`config.mk`:
```
export PLATFORM = sky130hd
export DESIGN_NAME = word_sum_bucket_hash_flat
export DESIGN_NICKNAME = d
export VERILOG_FILES = /design/src/rtl/wsbh_pkg.sv /design/src/rtl/wsbh_if.sv /design/src/rtl/wsbh_div.sv /design/src/rtl/word_sum_bucket_hash.sv /design/src/flat_wrapper.sv
export SDC_FILE = /design/constraint.sdc
export NUM_CORES = 1
export LEC_CHECK = 0
export ABC_AREA = 1
export ABC_CLOCK_PERIOD_IN_PS = 5180
export BUFFER_PORTS_ARGS = -buffer_cell sky130_fd_sc_hd__buf_2
export CORE_MARGIN = 8
export CORE_UTILIZATION = 55
export DETAILED_ROUTE_END_ITERATION = 16
export PLACE_DENSITY = 0.75
export SKIP_LAST_GASP = 1
export SLEW_MARGIN = 20
export SYNTH_ARGS = -nofsm -noshare
export SYNTH_HDL_FRONTEND = slang
export SYNTH_HIERARCHICAL = 1
export SYNTH_SLANG_ARGS = --single-unit
```
`constraint.sdc`:
```
create_clock -name clk -period 5.18 [get_ports clk]
set_input_delay 1.295 -clock clk [delete_from_list [all_inputs] [get_ports clk]]
set_output_delay 1.295 -clock clk [all_outputs]
set_load 0.03 [all_outputs]
```
`src/rtl/wsbh_pkg.sv`:
```
// ----------------------------------------------------------------------------
// wsbh_pkg: shared types and constants for the word-sum bucket hash
// Field widths, the last divider step and the job record handed from the
// byte accumulator to the serial divider.
// ----------------------------------------------------------------------------
package wsbh_pkg;

	localparam int unsigned SUM_W  = 64;
	localparam int unsigned BKT_W  = 32;
	localparam int unsigned BYTE_W = 8;
	localparam int unsigned LANE_W = 3;
	localparam int unsigned CNT_W  = 6;

	// last step of the bit-serial divide, one quotient bit per cycle
	localparam logic [CNT_W-1:0] CNT_LAST = CNT_W'(SUM_W - 1);

	// one finished message sum waiting for reduction
	typedef struct packed {
		logic [SUM_W-1:0] dividend;
		logic [BKT_W-1:0] divisor;
	} div_job_t;

endpackage

```
`src/rtl/wsbh_if.sv`:
```
// ----------------------------------------------------------------------------
// wsbh_if: valid/ready channels of the word-sum bucket hash
// Message byte channel, bucket result channel and configuration write channel.
// ----------------------------------------------------------------------------
interface wsbh_msg_if;
	logic                         valid;
	logic                         ready;
	logic [wsbh_pkg::BYTE_W-1:0]  data_byte;
	logic [wsbh_pkg::LANE_W-1:0]  length_low_bits;
	logic                         last;

	modport source (output valid, output data_byte, output length_low_bits,
		output last, input ready);
	modport sink (input valid, input data_byte, input length_low_bits,
		input last, output ready);
endinterface

interface wsbh_res_if;
	logic                        valid;
	logic                        ready;
	logic [wsbh_pkg::BKT_W-1:0]  bucket;

	modport source (output valid, output bucket, input ready);
	modport sink (input valid, input bucket, output ready);
endinterface

interface wsbh_cfg_if;
	logic                        valid;
	logic                        ready;
	logic [wsbh_pkg::BKT_W-1:0]  data;

	modport source (output valid, output data, input ready);
	modport sink (input valid, input data, output ready);
endinterface

```
`src/rtl/wsbh_div.sv`:
```
// ----------------------------------------------------------------------------
// wsbh_div: bit-serial 64 by 32 remainder unit
// Restoring division, one dividend bit per cycle, with its own result
// register so a finished bucket can wait while the next job starts.
// ----------------------------------------------------------------------------
module wsbh_div (
	input  logic                        clk,
	input  logic                        arst_n,
	input  logic                        job_valid,
	output logic                        job_ready,
	input  wsbh_pkg::div_job_t          job,
	output logic                        res_valid,
	input  logic                        res_ready,
	output logic [wsbh_pkg::BKT_W-1:0]  res_bucket
);

	typedef enum logic [1:0] {
		IDLE,
		RUN,
		FINISH
	} state_t;

	state_t                          state_q;
	logic [wsbh_pkg::CNT_W-1:0]      cnt_q;
	logic [wsbh_pkg::SUM_W-1:0]      quo_q;
	logic [wsbh_pkg::BKT_W-1:0]      div_q;
	logic [wsbh_pkg::BKT_W-1:0]      rem_q;
	logic [wsbh_pkg::BKT_W-1:0]      bucket_q;
	logic                            res_valid_q;

	logic [wsbh_pkg::BKT_W:0]        shifted;
	logic [wsbh_pkg::BKT_W:0]        diff;
	logic                            take;
	logic [wsbh_pkg::BKT_W-1:0]      rem_nxt;
	logic                            out_free;

	// shift in the next dividend bit and subtract the divisor when it fits
	always_comb begin
		shifted = {rem_q, quo_q[wsbh_pkg::SUM_W-1]};
		diff    = shifted - {1'b0, div_q};
		take    = (shifted >= {1'b0, div_q});
		rem_nxt = take ? diff[wsbh_pkg::BKT_W-1:0] : shifted[wsbh_pkg::BKT_W-1:0];
	end

	assign out_free   = !res_valid_q || res_ready;
	assign job_ready  = (state_q == IDLE);
	assign res_valid  = res_valid_q;
	assign res_bucket = bucket_q;

	// sequence the divide and hold the result until transfer
	always_ff @(posedge clk or negedge arst_n) begin
		if (!arst_n) begin
			state_q     <= IDLE;
			cnt_q       <= '0;
			res_valid_q <= 1'b0;
		end else begin
			// drop the result on transfer unless a new one replaces it
			if (res_valid_q && res_ready && state_q != FINISH) begin
				res_valid_q <= 1'b0;
			end
			unique case (state_q)
				IDLE: begin
					if (job_valid) begin
						quo_q   <= job.dividend;
						div_q   <= job.divisor;
						rem_q   <= '0;
						cnt_q   <= '0;
						state_q <= RUN;
					end
				end
				RUN: begin
					quo_q <= {quo_q[wsbh_pkg::SUM_W-2:0], 1'b0};
					rem_q <= rem_nxt;
					cnt_q <= cnt_q + 1'b1;
					if (cnt_q == wsbh_pkg::CNT_LAST) begin
						state_q <= FINISH;
					end
				end
				FINISH: begin
					if (out_free) begin
						bucket_q    <= rem_q;
						res_valid_q <= 1'b1;
						state_q     <= IDLE;
					end
				end
				default: state_q <= IDLE;
			endcase
		end
	end

	// a taken job starts the divide from step zero
	a_job_starts: assert property (@(posedge clk) disable iff (!arst_n)
		job_valid && job_ready |=> state_q == RUN && cnt_q == '0)
		else $error("divide did not start on job transfer");

	// the partial remainder stays below a nonzero divisor
	a_rem_bound: assert property (@(posedge clk) disable iff (!arst_n)
		state_q == RUN && div_q != '0 |-> rem_q < div_q)
		else $error("partial remainder out of range");

	// a finish with room in the output register publishes the remainder
	a_publish: assert property (@(posedge clk) disable iff (!arst_n)
		state_q == FINISH && out_free |=> res_valid_q && bucket_q == $past(rem_q))
		else $error("remainder not published");

	// the step counter only moves while dividing
	a_cnt_hold: assert property (@(posedge clk) disable iff (!arst_n)
		state_q == FINISH |=> $stable(cnt_q))
		else $error("step counter moved outside the divide");

endmodule

```
`src/rtl/word_sum_bucket_hash.sv`:
```
// ----------------------------------------------------------------------------
// word_sum_bucket_hash: streaming word-sum bucket hash
// Adds message bytes into a 64-bit word sum and reduces the sum modulo the
// configured bucket count when the last byte arrives.
// ----------------------------------------------------------------------------
// Usage:
//   msg  : one message byte per transfer, with length_low_bits (length mod 8,
//          sampled on the first byte only) and last on the final byte.
//   res  : one bucket index per message, the word sum modulo bucket_count.
//   cfg  : write of bucket_count; reset value 1. A zero count passes the low
//          32 bits of the sum through unreduced.
// Throughput: one byte per cycle while msg.ready is high; msg.ready drops after
//   each last byte until the divider takes the sum. The divider takes a sum in
//   IDLE, runs 64 steps of one quotient bit, then publishes the remainder from
//   FINISH once the output register is free.
//   The next message accumulates meanwhile; once its last byte is in,
//   msg.ready stays low until the divider takes that sum; the divider takes no
//   new sum before it has published the last one.
// Stall: a bucket not taken on res stays in the output register; the divider
//   then holds its next remainder until the register frees up.
// Reset: clears the sum and lane state, empties the divider and output, and
//   sets bucket_count to 1.
// ----------------------------------------------------------------------------
module word_sum_bucket_hash (
	input  logic          clk,
	input  logic          arst_n,
	wsbh_msg_if.sink      msg,
	wsbh_res_if.source    res,
	wsbh_cfg_if.sink      cfg
);

	logic [wsbh_pkg::BKT_W-1:0]   bucket_cnt_q;
	logic [wsbh_pkg::SUM_W-1:0]   sum_q;
	logic [wsbh_pkg::LANE_W-1:0]  lane_q;
	logic [wsbh_pkg::LANE_W-1:0]  head_q;
	logic                         start_q;
	wsbh_pkg::div_job_t           job_q;
	logic                         job_valid_q;
	logic                         job_ready;

	logic                         msg_xfer;
	logic [wsbh_pkg::SUM_W-1:0]   sum_base;
	logic [wsbh_pkg::LANE_W-1:0]  lane_cur;
	logic [wsbh_pkg::LANE_W-1:0]  head_cur;
	logic [wsbh_pkg::LANE_W-1:0]  head_dec;
	logic [wsbh_pkg::SUM_W-1:0]   addend;
	logic [wsbh_pkg::SUM_W-1:0]   sum_nxt;
	logic [wsbh_pkg::LANE_W-1:0]  lane_nxt;
	logic [wsbh_pkg::LANE_W-1:0]  head_nxt;

	assign msg_xfer  = msg.valid && msg.ready;
	assign msg.ready = !job_valid_q;
	assign cfg.ready = 1'b1;

	// place the byte in its lane and step the lane and head counters
	always_comb begin
		sum_base = start_q ? '0 : sum_q;
		lane_cur = start_q ? '0 : lane_q;
		head_cur = start_q ? msg.length_low_bits : head_q;
		head_dec = head_cur - 1'b1;
		addend   = wsbh_pkg::SUM_W'(msg.data_byte) << {lane_cur, 3'b000};
		sum_nxt  = sum_base + addend;
		if (head_cur != '0) begin
			head_nxt = head_dec;
			lane_nxt = (head_dec == '0) ? '0 : lane_cur + 1'b1;
		end else begin
			head_nxt = '0;
			lane_nxt = lane_cur + 1'b1;
		end
	end

	// hold the bucket count
	always_ff @(posedge clk or negedge arst_n) begin
		if (!arst_n) begin
			bucket_cnt_q <= wsbh_pkg::BKT_W'(1);
		end else if (cfg.valid && cfg.ready) begin
			bucket_cnt_q <= cfg.data;
		end
	end

	// accumulate bytes; on the last one queue the sum for the divider
	always_ff @(posedge clk or negedge arst_n) begin
		if (!arst_n) begin
			sum_q       <= '0;
			lane_q      <= '0;
			head_q      <= '0;
			start_q     <= 1'b1;
			job_valid_q <= 1'b0;
		end else begin
			if (job_valid_q && job_ready) begin
				job_valid_q <= 1'b0;
			end
			if (msg_xfer) begin
				if (msg.last) begin
					job_q.dividend <= sum_nxt;
					job_q.divisor  <= bucket_cnt_q;
					job_valid_q    <= 1'b1;
					sum_q          <= '0;
					lane_q         <= '0;
					head_q         <= '0;
					start_q        <= 1'b1;
				end else begin
					sum_q   <= sum_nxt;
					lane_q  <= lane_nxt;
					head_q  <= head_nxt;
					start_q <= 1'b0;
				end
			end
		end
	end

	wsbh_div u_div (
		.clk        (clk),
		.arst_n     (arst_n),
		.job_valid  (job_valid_q),
		.job_ready  (job_ready),
		.job        (job_q),
		.res_valid  (res.valid),
		.res_ready  (res.ready),
		.res_bucket (res.bucket)
	);

	// a last byte queues a job and reopens the message
	a_last_queues: assert property (@(posedge clk) disable iff (!arst_n)
		msg_xfer && msg.last |=> job_valid_q && start_q)
		else $error("last byte did not queue a job");

	// a fresh message starts with clean lane state
	a_start_clean: assert property (@(posedge clk) disable iff (!arst_n)
		start_q |-> lane_q == '0 && head_q == '0)
		else $error("lane state not cleared at message start");

	// a queued sum is not replaced before the divider takes it
	a_job_held: assert property (@(posedge clk) disable iff (!arst_n)
		job_valid_q && !job_ready |=> job_valid_q && $stable(job_q))
		else $error("queued job lost");

endmodule
```
`src/flat_wrapper.sv`:
```
// flat-port wrapper written by rule: the top's interface ports become plain ports
module word_sum_bucket_hash_flat 
  (clk, arst_n, msg_valid, msg_data_byte, msg_length_low_bits, msg_last, msg_ready, res_valid, res_bucket, res_ready, cfg_valid, cfg_data, cfg_ready);
  wsbh_msg_if msg_i ();
  wsbh_res_if res_i ();
  wsbh_cfg_if cfg_i ();
  input  logic clk;
  input  logic arst_n;
  input wire logic [$bits(msg_i.valid)-1:0] msg_valid;
  input wire logic [$bits(msg_i.data_byte)-1:0] msg_data_byte;
  input wire logic [$bits(msg_i.length_low_bits)-1:0] msg_length_low_bits;
  input wire logic [$bits(msg_i.last)-1:0] msg_last;
  output wire logic [$bits(msg_i.ready)-1:0] msg_ready;
  output wire logic [$bits(res_i.valid)-1:0] res_valid;
  output wire logic [$bits(res_i.bucket)-1:0] res_bucket;
  input wire logic [$bits(res_i.ready)-1:0] res_ready;
  input wire logic [$bits(cfg_i.valid)-1:0] cfg_valid;
  input wire logic [$bits(cfg_i.data)-1:0] cfg_data;
  output wire logic [$bits(cfg_i.ready)-1:0] cfg_ready;
  assign msg_i.valid = msg_valid;
  assign msg_i.data_byte = msg_data_byte;
  assign msg_i.length_low_bits = msg_length_low_bits;
  assign msg_i.last = msg_last;
  assign msg_ready = msg_i.ready;
  assign res_valid = res_i.valid;
  assign res_bucket = res_i.bucket;
  assign res_i.ready = res_ready;
  assign cfg_i.valid = cfg_valid;
  assign cfg_i.data = cfg_data;
  assign cfg_ready = cfg_i.ready;
  word_sum_bucket_hash u_core (.clk(clk), .arst_n(arst_n), .msg(msg_i), .res(res_i), .cfg(cfg_i));
endmodule
```
==> metrics.yaml, run 1 <==
grt_util_met1_pct: 36.44
detailed_place_hpwl_mm: 53.16
h-tree-depth: 2
cts_tree: "yes"
yosys_register_bits: 369
drt_iter0_drc: 1728
worst_pin_slew_ps: 1014
synth.avg_cell_area_sq_um: 7.406
fin_area_sq_um: 25710
wire_per_inst_um: 18.24
diodes: 0
cts-hold-fix-buffers: 0
num_rows: 75
startpoint_type: "register"
fp.dieH_um: 222.2
fmax_ghz: 0.2368
die_w_um: 222.2
synth_fp_nets: 3307
yosysSeqAreaShare_pct: 45.00
cp-end-kind: "register"
required_ps: 5520
overflow: 0
first_pass_iters: 6
met3_usage_pct: 3.201
drv_slew: 0
reg2reg_slack_ps: 960
async_flop_share_pct: 30.62
core_area_sq_um: 41950
grt_usage_pct: 28.06
drc: 0
grt_pass1_wl_mm: 108.4
cts.sinks: 369
ant_nets: 0
cts_resized: 0
hold_path.class: "reg -> reg"
port_buffers: 82
fin_tns_setup_ps: 0
rsz0062_at_grt: "false"
cts_root_buf: "clkbuf_16"
antenna_found_initial: 0
ir_drop_v: 0.0002663
yosysWarnings: 6
cts_setup_buffers: 0
yosys.cell_types.count: 46
leakage_uw: 0.01356
gr-usage-met2_pct: 47.55
outcome: "completed"
setup_viol: 0
grt_pass1_vias: 19571
p_per_area_nw_per_um2: 396.1
maxCapViolCount: 0
nets: 3386
syn-cell-area_sq_um: 23370
grt_max_degree: 97
drive_above_1_share_pct: 8.874
ys.flop_type: "edfxtp_1"
routabilityCongestion: 0.9811
drt_wl_total_mm: 69.43
critPathMaxFanout: 18
syn_to_final_growth_pct: 10.02
min_period_ps: 4224
via_count: 19752
viasPerCell: 5.188
cts_made_buffers: 41
arrival_ps: 4560
nFillCells: 3782
post-route-period-util_pct: 81.54
die_area_sq_um: 49350
clk_latency_ps: 580
slew_headroom_pct: 32.25
netlist_instances: 3156
path_class: "reg -> reg"
synth_edf_count: 256
busiest_layer: "met2"
cts_buffer_depth: 3
clock_skew_ps: 29.35
clk_pin_slew_ps: 60
io_pins: 84
place_area_sq_um: 24330
hold_viol: 0
initial_core_util_pct: 55.72
flip-flops by register name, indices dropped and copies added (netlist names), 3 cells and up:
register                 cells
u_core/u_div/rem_q          32
u_core/lane_q                3
u_core/job_q                96
u_core/u_div/div_q          32
u_core/bucket_cnt_q         32
u_core/u_div/res_bucket     32
u_core/u_div/quo_q          64
u_core/head_q                3
u_core/u_div/cnt_q           6
u_core/sum_q                64
cells by family (layout without fill, tap and decap cells):
family                   Yosys count  in the layout  synth area share (%)
multiplexers                      32             32                 1.542
AND/OR/NAND/NOR                 1787           1787                 31.74
buffers and inverters            698            810                 11.50
AO/OA/AOI/OAI                    121            121                 2.832
flip-flops                       369            369                 45.00
adder cells (fa/ha/maj)          102            102                 5.524
XOR/XNOR                          46             46                 1.852
other                              1              1               0.01604
through the flow:
stage / hold slack, ps / util [%] / power, uW / cells / setup slack, ps
2_1_floorplan: 400.3 / - / 6297 / 3156 / 608.8
3_3_place_gp: 403.3 / 58.01 / 7143 / 3731 / 1065
3_5_place_dp: 404.5 / 58.01 / 7211 / 3731 / 1086
4_1_cts: 418.1 / 61.29 / 10200 / 3807 / 1089
5_1_grt: 419.0 / 61.30 / 10740 / 3807 / 702.5
6_report: 417.3 / 61.30 / 10190 / 3807 / 956.4
cells in the mapped netlist (all sizes together) (7+ instances only):
library cell | n | area (sq um)
nand2 | 1207 | 4591
inv | 637 | 2394
nor2 | 328 | 1304
edfxtp | 256 | 7687
nand3 | 122 | 703.2
dfrtp | 111 | 2778
ha | 100 | 1251
a21oi | 60 | 311.5
nor3 | 49 | 270.3
and2 | 42 | 262.8
clkbuf | 35 | 131.4
o21ai | 35 | 175.2
xor2 | 34 | 327.8
mux2 | 32 | 360.4
nand3b | 25 | 187.7
buf | 23 | 151.4
o22ai | 18 | 112.6
xnor2 | 12 | 105.1
or2 | 7 | 43.80
layer usage:
metal / share of wire, % / vias to the layer above
li1: - / 9778
met1: 43 / 9151
met2: 47 / 700
met3: 6.1 / 123
met4: 3.9 / 0
met5: 0 / -
where the power goes:
group	leakage (uW)	internal (uW)	switching [uW]
clock	0.000661	1700	1250
combinational	0.00905	1080	2280
sequential	0.00386	3650	223
total	0.0136	6430	3750
layout by cell type (no fill, tap or decap), drive strengths merged, types with 3 or more instances in the layout:
master,count
a21oi,60
and2,42
buf,94
bufinv,3
clkbuf,51
clkinv,19
clkinvlp,4
dfrtp,111
edfxtp,256
ha,100
inv,639
mux2,32
nand2,1207
nand3,122
nand3b,25
nand4,5
nor2,328
nor3,49
o21ai,35
o22ai,18
or2,7
xnor2,12
xor2,34
area by class of cell:
type	count	area, sq um	area share (%)
clock inverters	25	264.0	1.027
flip-flops and latches	369	10520	40.90
repair buffers	94	531.8	2.068
multi-input cells	2089	10210	39.70
well taps	539	674.4	2.623
inverters	640	2405	9.352
clock buffers	51	1114	4.330
worst max-delay path, cell delays in order (launching register included):
cell,delay [ps]
dfrtp_1,700
clkinv_1,130
buf_4,230
nor2_2,570
inv_2,220
nor3_1,450
ha_1,360
nand2_1,150
nor2_1,280
nand2_1,190
inv_1,130
nand2_1,100
nor2_1,110
nand2_1,70
nand2_1,80
nand2_1,60
and2_1,140
final timing paths:
| check | startpoint | to | cells past startpoint |
|---|---|---|---|
| max reg2reg | u_core/lane_q[2] | u_core/job_q[84] | 16 |
| min reg2reg | u_core/job_q[15] | u_core/u_div/div_q[15] | 0 |
| min | u_core/job_q[15] | u_core/u_div/div_q[15] | 0 |
| max | u_core/lane_q[2] | u_core/job_q[84] | 16 |
| max in group asynchronous | arst_n | u_core/sum_q[13] | 2 |
| min in group asynchronous | arst_n | u_core/sum_q[54] | 1 |
Power figures use the tool's default switching activity.
==> inputs of run 2 (changes only) <==
ABC_AREA = 0   (was 1)
ABC_CLOCK_PERIOD_IN_PS = 3800   (was 5180)
clock period = 3.8 ns   (was 5.18 ns; I/O delays follow)
==> run 2 against run 1 <==
Effect of this change:
- final area decreased by 6.7%
- count of clock-buffer cells in the layout down 3
- critical path depth did not move
- cell count decreased by 31%
- setup slack worse by 890 ps
- fmax is 13% higher
- routed wire length is 24% lower
- clock power up 30%
- worst hold slack lost 4.8 ps
- non-clock buffer count increased by 190
- first-iteration DRC count fell by 40%
- largest power group unchanged
==> metrics.yaml, run 2 <==
yosys.cell_types.count: 86
clk_latency_ps: 560
yosysWarnings: 6
syn_to_final_growth_pct: 18.72
fin_tns_setup_ps: 0
synth_edf_count: 256
top_register: "u_core/job_q"
drv_slew: 0
num_rows: 70
synth_most_common_cell: "nand2_1"
required_ps: 4110
slew_headroom_pct: 36.96
ant_nets: 0
top_regs: "u_core/job_q: 96 flops, u_core/sum_q: 64 flops, u_core/u_div/quo_q: 64 flops"
yosysSeqAreaShare_pct: 52.04
outcome: "completed"
cts_buffer_depth: 3
synth-compound-area-share_pct: 14.59
dr_wl_met3_mm: 2.925
h-tree-depth: 2
port_buffers: 82
synth_top_family_by_area: "simple AND/OR/NAND/NOR gates"
synthMuxAreaShare_pct: 3.219
largest_register_ffs: 96
drt_wl_total_mm: 52.54
total_power_uw: 12790
nets: 2289
core_area_sq_um: 36430
critPathMaxFanout: 8
die_area_sq_um: 43140
setup_viol: 0
p_per_area_nw_per_um2: 533.1
cts_tree: "yes"
synth_xor_area_share_pct: 3.851
detailed_place_hpwl_mm: 38.10
wl_met1_mm: 23.86
path_class: "reg -> reg"
netlist_instances: 1910
drc: 0
min_period_ps: 3730
final_cell_mix: "nand2_1 (292), edfxtp_1 (256), buf_4 (194)"
viasPerCell: 5.782
nFillCells: 2825
wire_per_inst_um: 19.92
cts.sinks: 369
synth_area_leader_cell: "edfxtp_1"
cts_root_buf: "clkbuf_16"
synth.avg_cell_area_sq_um: 10.58
synth.top_cell.area_share_pct: 38.04
fmax_ghz: 0.2681
worst_pin_slew_ps: 945.6
overflow: 0
die_w_um: 207.7
grt_pass1_vias: 15383
drt_iter0_drc: 1029
hold_path.class: "reg -> reg"
synth_fp_nets: 2061
yosys_register_bits: 369
io_pins: 84
grt_pass1_wl_mm: 83.66
diodes: 0
arrival_ps: 4040
ys_top_cells_by_area: "edfxtp_1 (38%), dfrtp_1 (14%), ha_1 (6.2%)"
antenna_found_initial: 0
synthTopCellsByCount: "nand2_1 (294), edfxtp_1 (256), dfrtp_1 (111)"
rsz0062_at_grt: "true"
grt_usage_pct: 24.07
routed.top_layer: "met4"
final_common_cell: "nand2_1"
leakage_uw: 0.01058
cp-end-kind: "register"
grt_max_degree: 76
cts-hold-fix-buffers: 0
post-route-period-util_pct: 98.15
ir_drop_v: 0.0003750
first_pass_iters: 5
via_count: 15247
async_flop_share_pct: 30.62
initial_core_util_pct: 55.47
routabilityCongestion: 0.9673
clk_pin_slew_ps: 60
wl_met2_mm: 24.18
yosys.area_share.simple_pct: 16.52
clock_skew_ps: 17.79
maxCapViolCount: 0
syn-cell-area_sq_um: 20210
yosys.area_share.adder_pct: 6.389
ys.flop_type: "edfxtp_1"
fp.dieH_um: 207.7
hold_viol: 0
cts_made_buffers: 39
startpoint_type: "register"
drive_above_1_share_pct: 20.84
run 2: cell families after synthesis:
logic type | after synthesis
compound gates | 422
xor+xnor | 88
fa+ha+maj | 102
buf+inv | 165
flops | 369
mux | 61
other cells | 1
simple gates | 702
run 2: stage by stage:
stage / utilization, % / setup WS (ps) / cell area, sq um / instances / hold WS (ps)
floorplan: - / 107.6 / 20220 / 1910 / 400.3
global placement: 61.55 / -286.0 / 22420 / 2563 / 403.9
detailed placement: 61.55 / -296.5 / 22420 / 2563 / 405.6
CTS: 65.11 / -26.55 / 23720 / 2635 / 409.1
global route: 65.85 / -127.2 / 23990 / 2637 / 420.5
finish: 65.85 / 70.36 / 23990 / 2637 / 412.5
run 2: timing repair:
action,4_1_cts,5_1_grt
buffers inserted,0,2
setup endpoints to repair,7,58
pin swaps,0,16
gates resized for setup,2,49
run 2: path summary, 6_finish.rpt:
kind	to	depth (start not counted)	from	slack, ps
max in group asynchronous	u_core/bucket_cnt_q[7]	3	arst_n	2240
max reg2reg	u_core/job_q[95]	16	u_core/start_q	70
max	u_core/job_q[95]	16	u_core/start_q	70
min reg2reg	u_core/u_div/div_q[4]	0	u_core/job_q[4]	410
min	u_core/u_div/div_q[4]	0	u_core/job_q[4]	410
min in group asynchronous	u_core/sum_q[63]	2	arst_n	570
run 2: per-layer routing:
metal / vias to the layer above / global-route usage, %
met1: 7406 / 33.16
met5: - / 0
met3: 99 / 3.970
li1: 7319 / -
met4: 0 / 7.978
met2: 423 / 38.52
run 2: critical path, cell delays in order (launching register included):
cell and delay, ps:
dfstp_2 540, nand2b_1 120, buf_4 130, nor2_1 40, buf_4 160, and2_1 170
ha_1 290, buf_4 160, a21o_1 210, a2111oi_4 410, o32ai_2 120, buf_4 150
or2_4 230, a311oi_4 320, o21bai_2 110, xor2_2 200, xnor2_1 130
run 2: power breakdown:
part	internal, uW	switching (uW)	total (uW)
clock	2240	1610	3840
combinational	1650	2100	3740
sequential	4930	279	5200
run 2: layout make-up:
class                   count  area, sq um  area share [%]
well taps                 468        585.6           2.441
multi-input cells        1376         9334           38.90
clock buffers              48         1041           4.339
repair buffers            284         2016           8.401
inverters                  68        255.2           1.064
clock inverters            24        244.0           1.017
flip-flops and latches    369        10520           43.84
